===== src/rtl/psre_pkg.sv =====
`timescale 1ns / 1ps

package psre_pkg;

    localparam int MAX_ROWS   = 512;
    localparam int MAX_COLS   = 512;
    localparam int MAX_RADIUS = 7;
    localparam int DEPTH_BITS = 16;

    localparam int ROW_W   = $clog2(MAX_ROWS);
    localparam int COL_W   = $clog2(MAX_COLS);
    localparam int ADDR_W  = ROW_W + COL_W;
    localparam int DEPTH   = MAX_ROWS * MAX_COLS;
    localparam int RAD_W   = 3;
    localparam int SPAN_W  = RAD_W + 1;
    localparam int CFG_W   = 10;
    localparam int POS_W   = 10;
    localparam int CRD_W   = POS_W + 2;
    localparam int SUM_W   = DEPTH_BITS + $clog2((2 * MAX_RADIUS + 1) * (2 * MAX_RADIUS + 1));
    localparam int FRAC_W  = 16;
    localparam int RATIO_W = 32;
    localparam int QUO_W   = SUM_W + FRAC_W;
    localparam int CNT_W   = $clog2(QUO_W);
    localparam int CIDX_W  = 2;

    localparam logic OP_LOAD  = 1'b0;
    localparam logic OP_QUERY = 1'b1;

    typedef enum logic [CIDX_W-1:0] {
        CFG_RADIUS = 2'd0,
        CFG_ROWS   = 2'd1,
        CFG_COLS   = 2'd2
    } cfg_index_t;

    typedef enum logic [1:0] {
        ST_IDLE,
        ST_SCAN,
        ST_DIV,
        ST_OUT
    } state_t;

    typedef struct packed {
        logic             start;
        logic [POS_W-1:0] min_row;
        logic [POS_W-1:0] min_col;
        logic [POS_W-1:0] max_row;
        logic [POS_W-1:0] max_col;
        logic [RAD_W-1:0] radius;
        logic [ROW_W-1:0] rows_m1;
        logic [COL_W-1:0] cols_m1;
    } patch_req_t;

    typedef struct packed {
        logic              rd_en;
        logic [ADDR_W-1:0] rd_addr;
        logic              done;
        logic [SUM_W-1:0]  sum_min;
        logic [SUM_W-1:0]  sum_max;
    } patch_rsp_t;

    typedef struct packed {
        logic             start;
        logic [SUM_W-1:0] numer;
        logic [SUM_W-1:0] denom;
    } div_req_t;

    typedef struct packed {
        logic               done;
        logic [RATIO_W-1:0] ratio;
        logic               zero_divisor;
    } div_rsp_t;

endpackage


===== src/rtl/psre_div.sv =====
`timescale 1ns / 1ps

module psre_div
    import psre_pkg::*;
(
    input  logic     clk,
    input  logic     rst_n,
    input  div_req_t req,
    output div_rsp_t rsp
);

    logic             busy_reg;
    logic             done_reg;
    logic [CNT_W-1:0] cnt_reg;
    logic             zero_reg;
    logic [QUO_W-1:0] quo_reg;
    logic [SUM_W-1:0] rem_reg;
    logic [SUM_W-1:0] den_reg;

    logic [SUM_W:0]   shifted;
    logic [SUM_W:0]   diff;
    logic             fits;

    always_comb
    begin
        shifted = {rem_reg, quo_reg[QUO_W-1]};
        diff    = shifted - {1'b0, den_reg};
        fits    = (shifted >= {1'b0, den_reg});
    end

    always_ff @(posedge clk or negedge rst_n)
    begin
        if (!rst_n)
        begin
            busy_reg <= 1'b0;
            done_reg <= 1'b0;
            cnt_reg  <= '0;
        end
        else
        begin
            done_reg <= 1'b0;
            if (req.start)
            begin
                cnt_reg <= '0;
                if (req.denom == '0)
                begin
                    done_reg <= 1'b1;
                end
                else
                begin
                    busy_reg <= 1'b1;
                end
            end
            else if (busy_reg)
            begin
                cnt_reg <= cnt_reg + CNT_W'(1);
                if (cnt_reg == CNT_W'(QUO_W - 1))
                begin
                    busy_reg <= 1'b0;
                    done_reg <= 1'b1;
                end
            end
        end
    end

    always_ff @(posedge clk)
    begin
        if (req.start)
        begin
            zero_reg <= (req.denom == '0);
            quo_reg  <= (req.denom == '0) ? '0 : {req.numer, {FRAC_W{1'b0}}};
            rem_reg  <= '0;
            den_reg  <= req.denom;
        end
        else if (busy_reg)
        begin
            rem_reg <= fits ? diff[SUM_W-1:0] : shifted[SUM_W-1:0];
            quo_reg <= {quo_reg[QUO_W-2:0], fits};
        end
    end

    always_comb
    begin
        rsp.done         = done_reg;
        rsp.zero_divisor = zero_reg;
        if (quo_reg[QUO_W-1:RATIO_W] != '0)
        begin
            rsp.ratio = '1;
        end
        else
        begin
            rsp.ratio = quo_reg[RATIO_W-1:0];
        end
    end

endmodule


===== config.mk =====
export PLATFORM = sky130hd
export DESIGN_NAME = psre_div
export DESIGN_NICKNAME = d
export VERILOG_FILES = /design/src/rtl/psre_pkg.sv /design/src/rtl/psre_div.sv
export SDC_FILE = /design/constraint.sdc
export NUM_CORES = 1
export LEC_CHECK = 0
export BUFFER_PORTS_ARGS = -buffer_cell sky130_fd_sc_hd__buf_2
export CAP_MARGIN = 40
export CORE_AREA = 2 2 87 130
export DETAILED_ROUTE_END_ITERATION = 16
export DIE_AREA = 0 0 89 132
export PLACE_DENSITY_LB_ADDON = 0.25
export SLEW_MARGIN = 5
export SYNTH_ARGS = -nofsm -noshare
export SYNTH_HDL_FRONTEND = slang
export SYNTH_SLANG_ARGS = --single-unit

===== constraint.sdc =====
create_clock -name clk -period 2.4 [get_ports clk]
set_input_delay 0.48 -clock clk [delete_from_list [all_inputs] [get_ports clk]]
set_output_delay 0.48 -clock clk [all_outputs]
set_load 0.02 [all_outputs]

==> impl_metrics.env <==
export IMPL_status="finished, violations left"
export IMPL_violations="negative setup slack"
export IMPL_max_freq_ghz=0.3930
export IMPL_cts_tree="yes"
export IMPL_avgSynthCellArea_um2=9.970
export IMPL_port_buffers=84
export IMPL_clockBufferDepth=2
export IMPL_required_ps=2620
export IMPL_grt_setup_unrepaired="true"
export IMPL_wl_per_cell_um=16.41
export IMPL_hold_viol_final=0
export IMPL_largest_reg_flops=40
export IMPL_root_buffer="clkbuf_16"
export IMPL_clock_skew_ps=5.127
export IMPL_syn_to_final_growth_pct=30.76
export IMPL_nNetsFinal=735
export IMPL_seq_power_share_pct=31.3
export IMPL_p_sw_mw=2.575
export IMPL_worst_path_buf_inv=3
export IMPL_netlist_instances=539
export IMPL_grt_pass1_wl_um=21040
export IMPL_num_io_pins=85
export IMPL_drive_gt1_share_pct=34.99
export IMPL_drt_iter0_markers=268
export IMPL_setup_violations=24
export IMPL_ys_seq_area_share_pct=48.99
export IMPL_grt_pass1_vias=4545
export IMPL_holdWs_ps=314.8
export IMPL_htree_levels=3
export IMPL_fin_crit_ps=2545
export IMPL_core_um2=10590
export IMPL_ys_top_cells_by_area="edfxtp_1 (36%), dfxtp_1 (8.9%), ha_1 (5.8%), nand2_1 (3.8%), dfrtp_1 (3.7%)"
export IMPL_crit_slowest_cell="edfxtp_1"
export IMPL_worstMarginPinSlew_ps=504.7
export IMPL_vias=4526
export IMPL_comb_power_share_pct=47.5
export IMPL_antenna_cells=0
export IMPL_die_area_um2=11750
export IMPL_hpwl_um=8434
export IMPL_cp_top_family="compound AO/OA/AOI/OAI gates"
export IMPL_peakVddDrop_uv=679.3
export IMPL_synth_warnings=0
export IMPL_finalWirelength_um=13240
export IMPL_ant_nets=0
export IMPL_clk_latency_ps=350
export IMPL_p_int_mw=4.671
export IMPL_setup_tns_final_ps=-2269
export IMPL_cellPowerDensity_nw_per_um2=1031
export IMPL_drt_vias_per_instance=5.608
export IMPL_criticalPathCategory="reg -> reg"
export IMPL_slew_violations=0
export IMPL_numCtsBuffers=9
export IMPL_antenna_found_initial=0
export IMPL_worstHoldPathType="in -> reg"
export IMPL_cp_max_fo=5
export IMPL_synth_area_um2=5374
export IMPL_num_rows=46
export IMPL_synth_flop_cell="edfxtp_1"
export IMPL_synth_nets=616
export IMPL_clkSinkCount=97
export IMPL_dr_pass1_iters=4
export IMPL_finalCritPeriodShare_pct=106.0
export IMPL_fp_dieH_um=132
export IMPL_yosys_top_cells_count="edfxtp_1 (65), nand2_1 (54), inv_1 (48), nor2_1 (32), a21oi_1 (27)"
export IMPL_async_flop_share_pct=8.247
export IMPL_synth_top_area_share_pct=36.32
export IMPL_start_kind="flop"
export IMPL_cap_viol_max_count=0
export IMPL_ys_ff_latch=97
export IMPL_worstPathArrival_ps=2770
export IMPL_max_slew_margin_rel_pct=66.04
export IMPL_overflow=0
export IMPL_die_w_um=89
export IMPL_gr_usage_all_layers_pct=22.70
export IMPL_gp_congestion=0.8861
export IMPL_yosysTopAreaCell="edfxtp_1"
export IMPL_yosysMostFrequentCell="edfxtp_1"
export IMPL_setup_slack_ps=-144.7
export IMPL_place_ws_ps=-125.8
export IMPL_drc=0
export IMPL_cp_cell_sequence="inv_2 -> ha_4 -> nor2b_4 -> o21ai_2 -> o211a_1 -> o2111ai_4 -> a31oi_4 -> o21ai_4 -> buf_12 -> clkbuf_16 -> mux2i_1 -> a211oi_2"
export IMPL_synthDistinctLibCells=55
export IMPL_final_util_pct=66.35
export IMPL_clock_power_share_pct=21.2
export IMPL_swShare_pct=35.53
export IMPL_initial_core_util_pct=50.74
export IMPL_p_leak_nw=2.914
export IMPL_synth_edf_count=65
export IMPL_grt_start_max_net_pins=115
export IMPL_cp_slowest_stage_delay_ps=370
export IMPL_end_kind="flop"
export IMPL_path_clk_slew_ps=70
-- timing repair --
item | CTS | global route
hold buffers | 1 | 0
gates resized for setup | 36 | 45
endpoints found under the setup margin | 40 | 40
cloned | 1 | 1
hold endpoints to repair | 8 | 0
pin swaps | 21 | 29
setup buffers | 8 | 3
-- stage by stage --
stage	total power [mW]	cells	area (um^2)
2_1_floorplan	4.006	539	5378
3_3_place_gp	4.691	778	6183
3_5_place_dp	4.766	778	6183
4_1_cts	6.774	804	6799
5_1_grt	7.621	807	7027
6_report	7.246	807	7027
-- path summary, 6_finish.rpt --
path / startpoint / endpoint / slack [ps] / cells past startpoint
min in group asynchronous: rst_n / done_reg$_DFF_PN0_ / 490 / 2
max reg2reg: den_reg[1]$_DFFE_PP_ / rem_reg[21]$_SDFFE_PP0P_ / -140 / 12
max in group asynchronous: rst_n / cnt_reg[4]$_DFFE_PN0P_ / 1750 / 2
min reg2reg: rem_reg[17]$_SDFFE_PP0P_ / rem_reg[17]$_SDFFE_PP0P_ / 490 / 2
max: den_reg[1]$_DFFE_PP_ / rem_reg[21]$_SDFFE_PP0P_ / -140 / 12
min: req[17] / den_reg[17]$_DFFE_PP_ / 310 / 1
-- cell usage in the layout (no fill, tap or decap), types with 7 or more instances in the layout --
cell        n
buf_4      45
buf_2      83
mux2i_1    14
nor2b_1    16
dfxtp_1    23
clkbuf_16  10
ha_1       14
a21o_1      7
a21oi_1    18
inv_1      42
o2bb2ai_1   7
edfxtp_1   65
nand3_1    25
ha_4       10
nor2_1     32
a211oi_1   14
xor2_1     11
nand2_1    50
o22ai_1    17
or2_2      15
nand4_1     7
o21ai_0     8
xnor2_1    15
dfrtp_1     8
-- power groups by stage --
stage               Combinational (mW)  Clock, mW  Sequential (mW)
detailed placement                2.52          0             2.24
CTS                               2.97       1.56             2.24
finish                            3.44       1.53             2.27
global route                      3.69       1.63             2.29
global placement                  2.45          0             2.24
floorplan                         1.81          0             2.20
-- layout make-up --
cell class,instances,area (um^2)
multi-input combinational,365,2798
sequential,97,2634
tap,144,180.2
clock inverter,7,95.09
fill,836,3563
inverter,48,180.2
timing repair buffer,137,914.6
clock buffer,9,225.2
-- per-layer routing --
| layer | GRT usage, % | up-vias | wire (um) |
|---|---|---|---|
| li1 | - | 2174 | - |
| met1 | 27.08 | 2178 | 5149 |
| met2 | 38.35 | 138 | 7018 |
| met3 | 4.508 | 36 | 557 |
| met4 | 10.78 | 0 | 516 |
| met5 | 0 | - | 0 |
-- logic make-up after synthesis --
kind of cell / after synthesis / share of synthesized area (%)
adders and majority gates: 26 / 6.193
muxes: 18 / 3.353
xor gates and xnor gates: 26 / 4.238
and+or+nand+nor: 176 / 16.30
buffers and inverters: 77 / 5.867
DFF: 97 / 48.99
AOI/OAI and AO/OA: 119 / 15.06
No activity file was read; power rests on OpenSTA's default activity.
