File: src/rtl/psre_pkg.sv
`timescale 1ns / 1ps

package psre_pkg;

    localparam int MAX_ROWS   = 512;
    localparam int MAX_COLS   = 512;
    localparam int MAX_RADIUS = 7;
    localparam int DEPTH_BITS = 16;

    localparam int ROW_W   = $clog2(MAX_ROWS);
    localparam int COL_W   = $clog2(MAX_COLS);
    localparam int ADDR_W  = ROW_W + COL_W;
    localparam int DEPTH   = MAX_ROWS * MAX_COLS;
    localparam int RAD_W   = 3;
    localparam int SPAN_W  = RAD_W + 1;
    localparam int CFG_W   = 10;
    localparam int POS_W   = 10;
    localparam int CRD_W   = POS_W + 2;
    localparam int SUM_W   = DEPTH_BITS + $clog2((2 * MAX_RADIUS + 1) * (2 * MAX_RADIUS + 1));
    localparam int FRAC_W  = 16;
    localparam int RATIO_W = 32;
    localparam int QUO_W   = SUM_W + FRAC_W;
    localparam int CNT_W   = $clog2(QUO_W);
    localparam int CIDX_W  = 2;

    localparam logic OP_LOAD  = 1'b0;
    localparam logic OP_QUERY = 1'b1;

    typedef enum logic [CIDX_W-1:0] {
        CFG_RADIUS = 2'd0,
        CFG_ROWS   = 2'd1,
        CFG_COLS   = 2'd2
    } cfg_index_t;

    typedef enum logic [1:0] {
        ST_IDLE,
        ST_SCAN,
        ST_DIV,
        ST_OUT
    } state_t;

    typedef struct packed {
        logic             start;
        logic [POS_W-1:0] min_row;
        logic [POS_W-1:0] min_col;
        logic [POS_W-1:0] max_row;
        logic [POS_W-1:0] max_col;
        logic [RAD_W-1:0] radius;
        logic [ROW_W-1:0] rows_m1;
        logic [COL_W-1:0] cols_m1;
    } patch_req_t;

    typedef struct packed {
        logic              rd_en;
        logic [ADDR_W-1:0] rd_addr;
        logic              done;
        logic [SUM_W-1:0]  sum_min;
        logic [SUM_W-1:0]  sum_max;
    } patch_rsp_t;

    typedef struct packed {
        logic             start;
        logic [SUM_W-1:0] numer;
        logic [SUM_W-1:0] denom;
    } div_req_t;

    typedef struct packed {
        logic               done;
        logic [RATIO_W-1:0] ratio;
        logic               zero_divisor;
    } div_rsp_t;

endpackage

File: src/rtl/psre_patch.sv
`timescale 1ns / 1ps

module psre_patch
    import psre_pkg::*;
(
    input  logic                  clk,
    input  logic                  rst_n,
    input  patch_req_t            req,
    input  logic [DEPTH_BITS-1:0] rd_data,
    output patch_rsp_t            rsp
);

    logic              busy_reg;
    logic              patch_reg;
    logic [SPAN_W-1:0] si_reg;
    logic [SPAN_W-1:0] ti_reg;
    logic              rd_valid_reg;
    logic              rd_patch_reg;
    logic              rd_last_reg;
    logic              done_reg;
    logic [POS_W-1:0]  min_row_reg;
    logic [POS_W-1:0]  min_col_reg;
    logic [POS_W-1:0]  max_row_reg;
    logic [POS_W-1:0]  max_col_reg;
    logic [RAD_W-1:0]  rad_reg;
    logic [ROW_W-1:0]  rows_m1_reg;
    logic [COL_W-1:0]  cols_m1_reg;
    logic [SUM_W-1:0]  sum_reg [2];

    logic [POS_W-1:0]  row_pos;
    logic [POS_W-1:0]  col_pos;
    logic [CRD_W-1:0]  row_c;
    logic [CRD_W-1:0]  col_c;
    logic [ROW_W-1:0]  row_idx;
    logic [COL_W-1:0]  col_idx;
    logic [SPAN_W-1:0] span;
    logic              last_t;
    logic              last_s;
    logic              last_read;

    always_comb
    begin
        row_pos = patch_reg ? max_row_reg : min_row_reg;
        col_pos = patch_reg ? max_col_reg : min_col_reg;
        span    = {rad_reg, 1'b0};

        // Position is 1-based; the patch starts radius steps before it.
        row_c = {2'b00, row_pos} + {{(CRD_W-SPAN_W){1'b0}}, si_reg}
              - {{(CRD_W-RAD_W){1'b0}}, rad_reg} - CRD_W'(1);
        col_c = {2'b00, col_pos} + {{(CRD_W-SPAN_W){1'b0}}, ti_reg}
              - {{(CRD_W-RAD_W){1'b0}}, rad_reg} - CRD_W'(1);

        if (row_c[CRD_W-1])
        begin
            row_idx = '0;
        end
        else if (row_c > {{(CRD_W-ROW_W){1'b0}}, rows_m1_reg})
        begin
            row_idx = rows_m1_reg;
        end
        else
        begin
            row_idx = row_c[ROW_W-1:0];
        end

        if (col_c[CRD_W-1])
        begin
            col_idx = '0;
        end
        else if (col_c > {{(CRD_W-COL_W){1'b0}}, cols_m1_reg})
        begin
            col_idx = cols_m1_reg;
        end
        else
        begin
            col_idx = col_c[COL_W-1:0];
        end

        last_t    = (ti_reg == span);
        last_s    = (si_reg == span);
        last_read = last_t && last_s && patch_reg;
    end

    always_ff @(posedge clk or negedge rst_n)
    begin
        if (!rst_n)
        begin
            busy_reg     <= 1'b0;
            patch_reg    <= 1'b0;
            si_reg       <= '0;
            ti_reg       <= '0;
            rd_valid_reg <= 1'b0;
            rd_patch_reg <= 1'b0;
            rd_last_reg  <= 1'b0;
            done_reg     <= 1'b0;
        end
        else
        begin
            rd_valid_reg <= busy_reg;
            rd_patch_reg <= patch_reg;
            rd_last_reg  <= busy_reg && last_read;
            done_reg     <= rd_valid_reg && rd_last_reg;
            if (req.start)
            begin
                busy_reg  <= 1'b1;
                patch_reg <= 1'b0;
                si_reg    <= '0;
                ti_reg    <= '0;
            end
            else if (busy_reg)
            begin
                if (!last_t)
                begin
                    ti_reg <= ti_reg + SPAN_W'(1);
                end
                else
                begin
                    ti_reg <= '0;
                    if (!last_s)
                    begin
                        si_reg <= si_reg + SPAN_W'(1);
                    end
                    else
                    begin
                        si_reg <= '0;
                        if (patch_reg)
                        begin
                            busy_reg <= 1'b0;
                        end
                        patch_reg <= 1'b1;
                    end
                end
            end
        end
    end

    always_ff @(posedge clk)
    begin
        if (req.start)
        begin
            min_row_reg <= req.min_row;
            min_col_reg <= req.min_col;
            max_row_reg <= req.max_row;
            max_col_reg <= req.max_col;
            rad_reg     <= req.radius;
            rows_m1_reg <= req.rows_m1;
            cols_m1_reg <= req.cols_m1;
            sum_reg[0]  <= '0;
            sum_reg[1]  <= '0;
        end
        else if (rd_valid_reg)
        begin
            sum_reg[rd_patch_reg] <= sum_reg[rd_patch_reg]
                                   + {{(SUM_W-DEPTH_BITS){1'b0}}, rd_data};
        end
    end

    always_comb
    begin
        rsp.rd_en   = busy_reg;
        rsp.rd_addr = {row_idx, col_idx};
        rsp.done    = done_reg;
        rsp.sum_min = sum_reg[0];
        rsp.sum_max = sum_reg[1];
    end

endmodule

File: config.mk
export PLATFORM = sky130hd
export DESIGN_NAME = psre_patch
export DESIGN_NICKNAME = d
export VERILOG_FILES = /design/src/rtl/psre_pkg.sv /design/src/rtl/psre_patch.sv
export SDC_FILE = /design/constraint.sdc
export NUM_CORES = 1
export LEC_CHECK = 0
export ABC_CLOCK_PERIOD_IN_PS = 6700
export BUFFER_PORTS_ARGS = -buffer_cell sky130_fd_sc_hd__buf_2
export CAP_MARGIN = 15
export CELL_PAD_IN_SITES_DETAIL_PLACEMENT = 1
export CELL_PAD_IN_SITES_GLOBAL_PLACEMENT = 2
export CORE_MARGIN = 2
export CORE_UTILIZATION = 36
export CTS_CLUSTER_SIZE = 20
export DETAILED_ROUTE_END_ITERATION = 10
export PLACE_DENSITY_LB_ADDON = 0.3
export SLEW_MARGIN = 10
export SYNTH_ARGS = -nofsm -noshare
export SYNTH_HDL_FRONTEND = slang
export SYNTH_SLANG_ARGS = --single-unit
File: constraint.sdc
create_clock -name clk -period 6.7 [get_ports clk]
set_input_delay 0.67 -clock clk [delete_from_list [all_inputs] [get_ports clk]]
set_output_delay 0.67 -clock clk [all_outputs]
set_load 0.02 [all_outputs]
==> results.txt <==
----------------------------------------------------
[Route]
  DR DRC count ... 0
  Total via count after detailed routing ... 5528
  Wire per inst ... 17.4 um
  Number of iterations in the first detailed-routing pass ... 4
  Total wire length after detailed routing ... 19100 um
  Post-detailed-route count of antenna-violating nets ... 0
  Initial DRC count ... 150
  Post-DR vias/cell ... roughly 5

[Clocking]
  CTS tree ... built
  Postcts setup bufs ... 0
  Clock latency on the worst-skew pair ... 0.41 ns
  PostCTS Resize Cnt ... 0
  Clock-pin slew reported for the worst setup and hold paths after clock tree synthesis ... 0.06 ns
  Number of buffers between clock root and the deepest sink ... 2
  Clock buffers created by TritonCTS ... 17
  Clock net sink count ... 123
  Clock tree root driver cell ... sky130_fd_sc_hd__clkbuf_16
  Hold bufs inserted after CTS ... 0
  Clock H-tree levels ... 4

[STA]
  # setup viols final ... 0
  Number of failing hold endpoints at the final stage ... 0
  Setup repair after global routing missed its margin ... no
  Clock Skew ... 0.00944 ns
  Ratio of final minimum period to clock period ... 90.5%
  Post-route minimum period ... 6.07 ns
  Relative slew margins ... 35.3%
  Pin slew with the least headroom to its limit ... 0.968 ns
  Final Slew Violations ... 0
  Setup_tns ... 0 ns
  Highest achievable clock rate ... approximately 160 MHz
  Final worst setup slack ... 0.634 ns

[Placement]
  Placer's final routability congestion estimate ... 0.809
  HPWL after DPL ... 14300 um
  Input/output buffers ... 147
  Worst slack, placed ... 1.01 ns
  Cell area after placement ... 8500 um2
  Number of placed instances, taps included ... 1065

[Worst setup path]
  Required time of the critical path ... approximately 6.0 ns
  Worst setup path category ... reg -> out
  Max Fanout on Critical Path ... 10
  Slack of the worst reg-to-reg path ... roughly 3.4 ns
  Capture instance of the worst register-to-register path ... sum_reg[0][16]
  Endpoint type of the worst setup path ... output port
  Arrival time at the worst endpoint ... ~5.4 ns
  Element type at the critical path start ... register
  RR Startpoint ... rd_patch_reg
  FF-to-FF path depth ... 12

[Power and ir drop]
  Portion of total power attributed to combinational logic ... 43.2%
  Share of power burned in registers ... 29.8%
  Peak VDD IR ... between 0.15 and 0.2 mV
  Clock power frac ... 27.1%
  Switching power of the nets ... 1.32 mW
  Pwr per Cell Area ... 379 nW/um2
  Switching part of the total ... about two fifths
  Internal Pwr Total ... around 2.1 mW
  Leakage ... 4.02 nW

[Job]
  # Max-Cap Violations ... 0

[Synth]
  Unique cell type count in the Yosys netlist ... 67
  Most instantiated library cell after synthesis ... sky130_fd_sc_hd__edfxtp_1
  Cell type with the highest aggregate area in the netlist ... sky130_fd_sc_hd__edfxtp_1
  Post-synthesis cell count ... 657
  Mapped Area ... 7460 um2
  Yosys top cell area share ... 43.9%
  Leading post-synthesis cells by instance count ... sky130_fd_sc_hd__edfxtp_1 (109), sky130_fd_sc_hd__nor2_1 (80), sky130_fd_sc_hd__inv_1 (61)
  Synthesis-stage register bit count ... approximately 120
  Count of flip-flops with a built-in enable after synthesis ... 109
  Net count of the mapped netlist ... about 810
  Post-Syn Area per Cell ... 11.4 um2
  Count of yosys warnings during synthesis ... 0
  Largest cells by area after synthesis ... sky130_fd_sc_hd__edfxtp_1 (44%), sky130_fd_sc_hd__ha_1 (10%), sky130_fd_sc_hd__mux2i_1 (5.2%)
  Ys async rst share ... ~11%
  Seq/Total Area, Yosys ... 48.6%
  Most instantiated flip-flop cell in the synthesis netlist ... sky130_fd_sc_hd__edfxtp_1

[Die]
  Die span in y ... 148 um
  Chip width ... roughly 150 um
  Rows ... 52
  Starting utilization of the core area ... 36.8%
  Die area ... 21900 um2
  I/O pins ... roughly 150
  Area of the core ... between 20000 and 25000 um2

[Cells and area]
  Inserted Diodes ... 0
  Footprint of the flip-flops and latches ... approximately 3600 um2
  Fill cell total of the finished layout ... 2283
  Total non-filler cell area in the finished layout ... 9090 um2
  Share of final-layout standard cells stronger than drive strength 1 ... between 20% and 30%
  Final layout net count ... 963
  Flip-flop count of the largest register after layout ... 48
  Area delta synth->final ... 21.9%
  Final standard cell count with taps included and fillers excluded ... roughly 1100
  Area used by multi-input combinational logic ... 3520 um2

[Min path]
  Worst Hold Class ... in -> async

[GRT]
  Initial antenna violation count ... 0
  Overall routing resource usage ... 17.9%
  Vias in the first global route ... 6071
  Largest net degree at the start of global routing ... 71
  Global-route wire length before repair ... 30900 um
  Remaining Overflow, GRT ... 0

[Run status]
  Result of the run ... finished, final reports clean

----------------------------------------------------
==> critical path: stages (launching register included) <==
cell,delay [ns]
sky130_fd_sc_hd__dfrtp_1,0.37
sky130_fd_sc_hd__buf_4,0.22
sky130_fd_sc_hd__mux2_2,0.37
sky130_fd_sc_hd__fa_1,0.51
sky130_fd_sc_hd__fa_1,0.49
sky130_fd_sc_hd__a21o_1,0.19
sky130_fd_sc_hd__a31o_1,0.26
sky130_fd_sc_hd__a21oi_1,0.19
sky130_fd_sc_hd__xnor2_1,0.18
sky130_fd_sc_hd__ha_1,0.31
sky130_fd_sc_hd__a22o_1,0.20
sky130_fd_sc_hd__nor4_1,0.22
sky130_fd_sc_hd__a211oi_1,0.17
sky130_fd_sc_hd__nor4b_4,0.76
sky130_fd_sc_hd__mux2i_1,0.29
sky130_fd_sc_hd__nor2_1,0.07
sky130_fd_sc_hd__buf_2,0.20
==> cell families after synthesis <==
kind of cell    after synthesis  synth area share [%]
flops                       123                  48.6
compound gates              109                  9.59
fa+ha+maj                    69                  12.5
mux                          60                  8.40
xor+xnor                     43                  5.05
simple gates                176                  11.7
buf+inv                      77                  4.21
==> how the worst max path moves through the flow <==
stage / startpoint / end / cells after the start
2_1_floorplan: patch_reg / rsp[49] / 18
3_3_place_gp: patch_reg / rsp[56] / 16
3_5_place_dp: patch_reg / rsp[50] / 16
4_1_cts: patch_reg / rsp[50] / 16
5_1_grt: patch_reg / rsp[50] / 17
6_report: patch_reg / rsp[50] / 16
==> layout by cell type (no fill, tap or decap), types with 3 or more instances in the layout <==
cell type | synthesis | layout
sky130_fd_sc_hd__buf_2 | 2 | 147
sky130_fd_sc_hd__edfxtp_1 | 109 | 109
sky130_fd_sc_hd__nor2_1 | 80 | 80
sky130_fd_sc_hd__inv_1 | 61 | 61
sky130_fd_sc_hd__ha_1 | 60 | 60
sky130_fd_sc_hd__mux2i_1 | 39 | 39
sky130_fd_sc_hd__nand2_1 | 33 | 33
sky130_fd_sc_hd__a21oi_1 | 32 | 32
sky130_fd_sc_hd__xnor2_1 | 22 | 22
sky130_fd_sc_hd__mux2_2 | 21 | 21
sky130_fd_sc_hd__xor2_1 | 21 | 21
sky130_fd_sc_hd__clkbuf_16 | 0 | 17
sky130_fd_sc_hd__dfrtp_1 | 14 | 14
sky130_fd_sc_hd__o21ai_0 | 13 | 13
sky130_fd_sc_hd__a21o_1 | 13 | 13
sky130_fd_sc_hd__nor3_1 | 10 | 10
sky130_fd_sc_hd__o21ai_1 | 9 | 9
sky130_fd_sc_hd__nand3_1 | 9 | 9
sky130_fd_sc_hd__fa_1 | 9 | 9
sky130_fd_sc_hd__nand2b_1 | 8 | 8
sky130_fd_sc_hd__nor2b_1 | 7 | 7
sky130_fd_sc_hd__buf_4 | 2 | 7
sky130_fd_sc_hd__clkinv_4 | 0 | 5
sky130_fd_sc_hd__inv_6 | 0 | 5
sky130_fd_sc_hd__nand4_1 | 4 | 4
sky130_fd_sc_hd__a211oi_1 | 4 | 4
sky130_fd_sc_hd__nand3b_1 | 4 | 4
sky130_fd_sc_hd__o21bai_1 | 3 | 3
sky130_fd_sc_hd__a211o_1 | 3 | 3
sky130_fd_sc_hd__o31ai_1 | 3 | 3
sky130_fd_sc_hd__o22ai_1 | 3 | 3
==> area by class of cell <==
type | count | area share (%)
Clock inverter | 14 | 1.79
Inverter | 61 | 2.52
Multi-Input combinational cell | 457 | 38.7
Sequential cell | 123 | 39.8
Tap cell | 270 | 3.71
Clock buffer | 18 | 4.72
Timing Repair Buffer | 154 | 8.67
==> through the flow <==
step                      hold WS (ns)  utilization [%]  total power, mW
after global placement           0.465             41.9             2.48
after floorplan                  0.352                -             2.13
after detailed placement         0.467             41.9             2.53
after CTS                        0.144             44.8             3.49
final                            0.153             44.8             3.45
after global routing             0.161             44.8             3.69
==> per-layer routing <==
metal | GRT usage (%) | share of wire, % | vias to the layer above
met5 | 0 | 0 | -
met4 | 6.62 | 1.9 | 0
met2 | 30.5 | 50 | 115
li1 | - | - | 2680
met3 | 3.49 | 3.6 | 27
met1 | 22.7 | 45 | 2706
==> power groups by stage <==
| stage | Sequential, mW | Combinational, mW | Clock, mW |
|---|---|---|---|
| floorplan | 1.11 | 1.02 | 0 |
| global placement | 1.04 | 1.45 | 0 |
| detailed placement | 1.04 | 1.49 | 0 |
| CTS | 1.03 | 1.50 | 0.959 |
| global route | 1.04 | 1.66 | 0.987 |
| finish | 1.03 | 1.49 | 0.933 |
No activity file was read; power rests on OpenSTA's default activity.
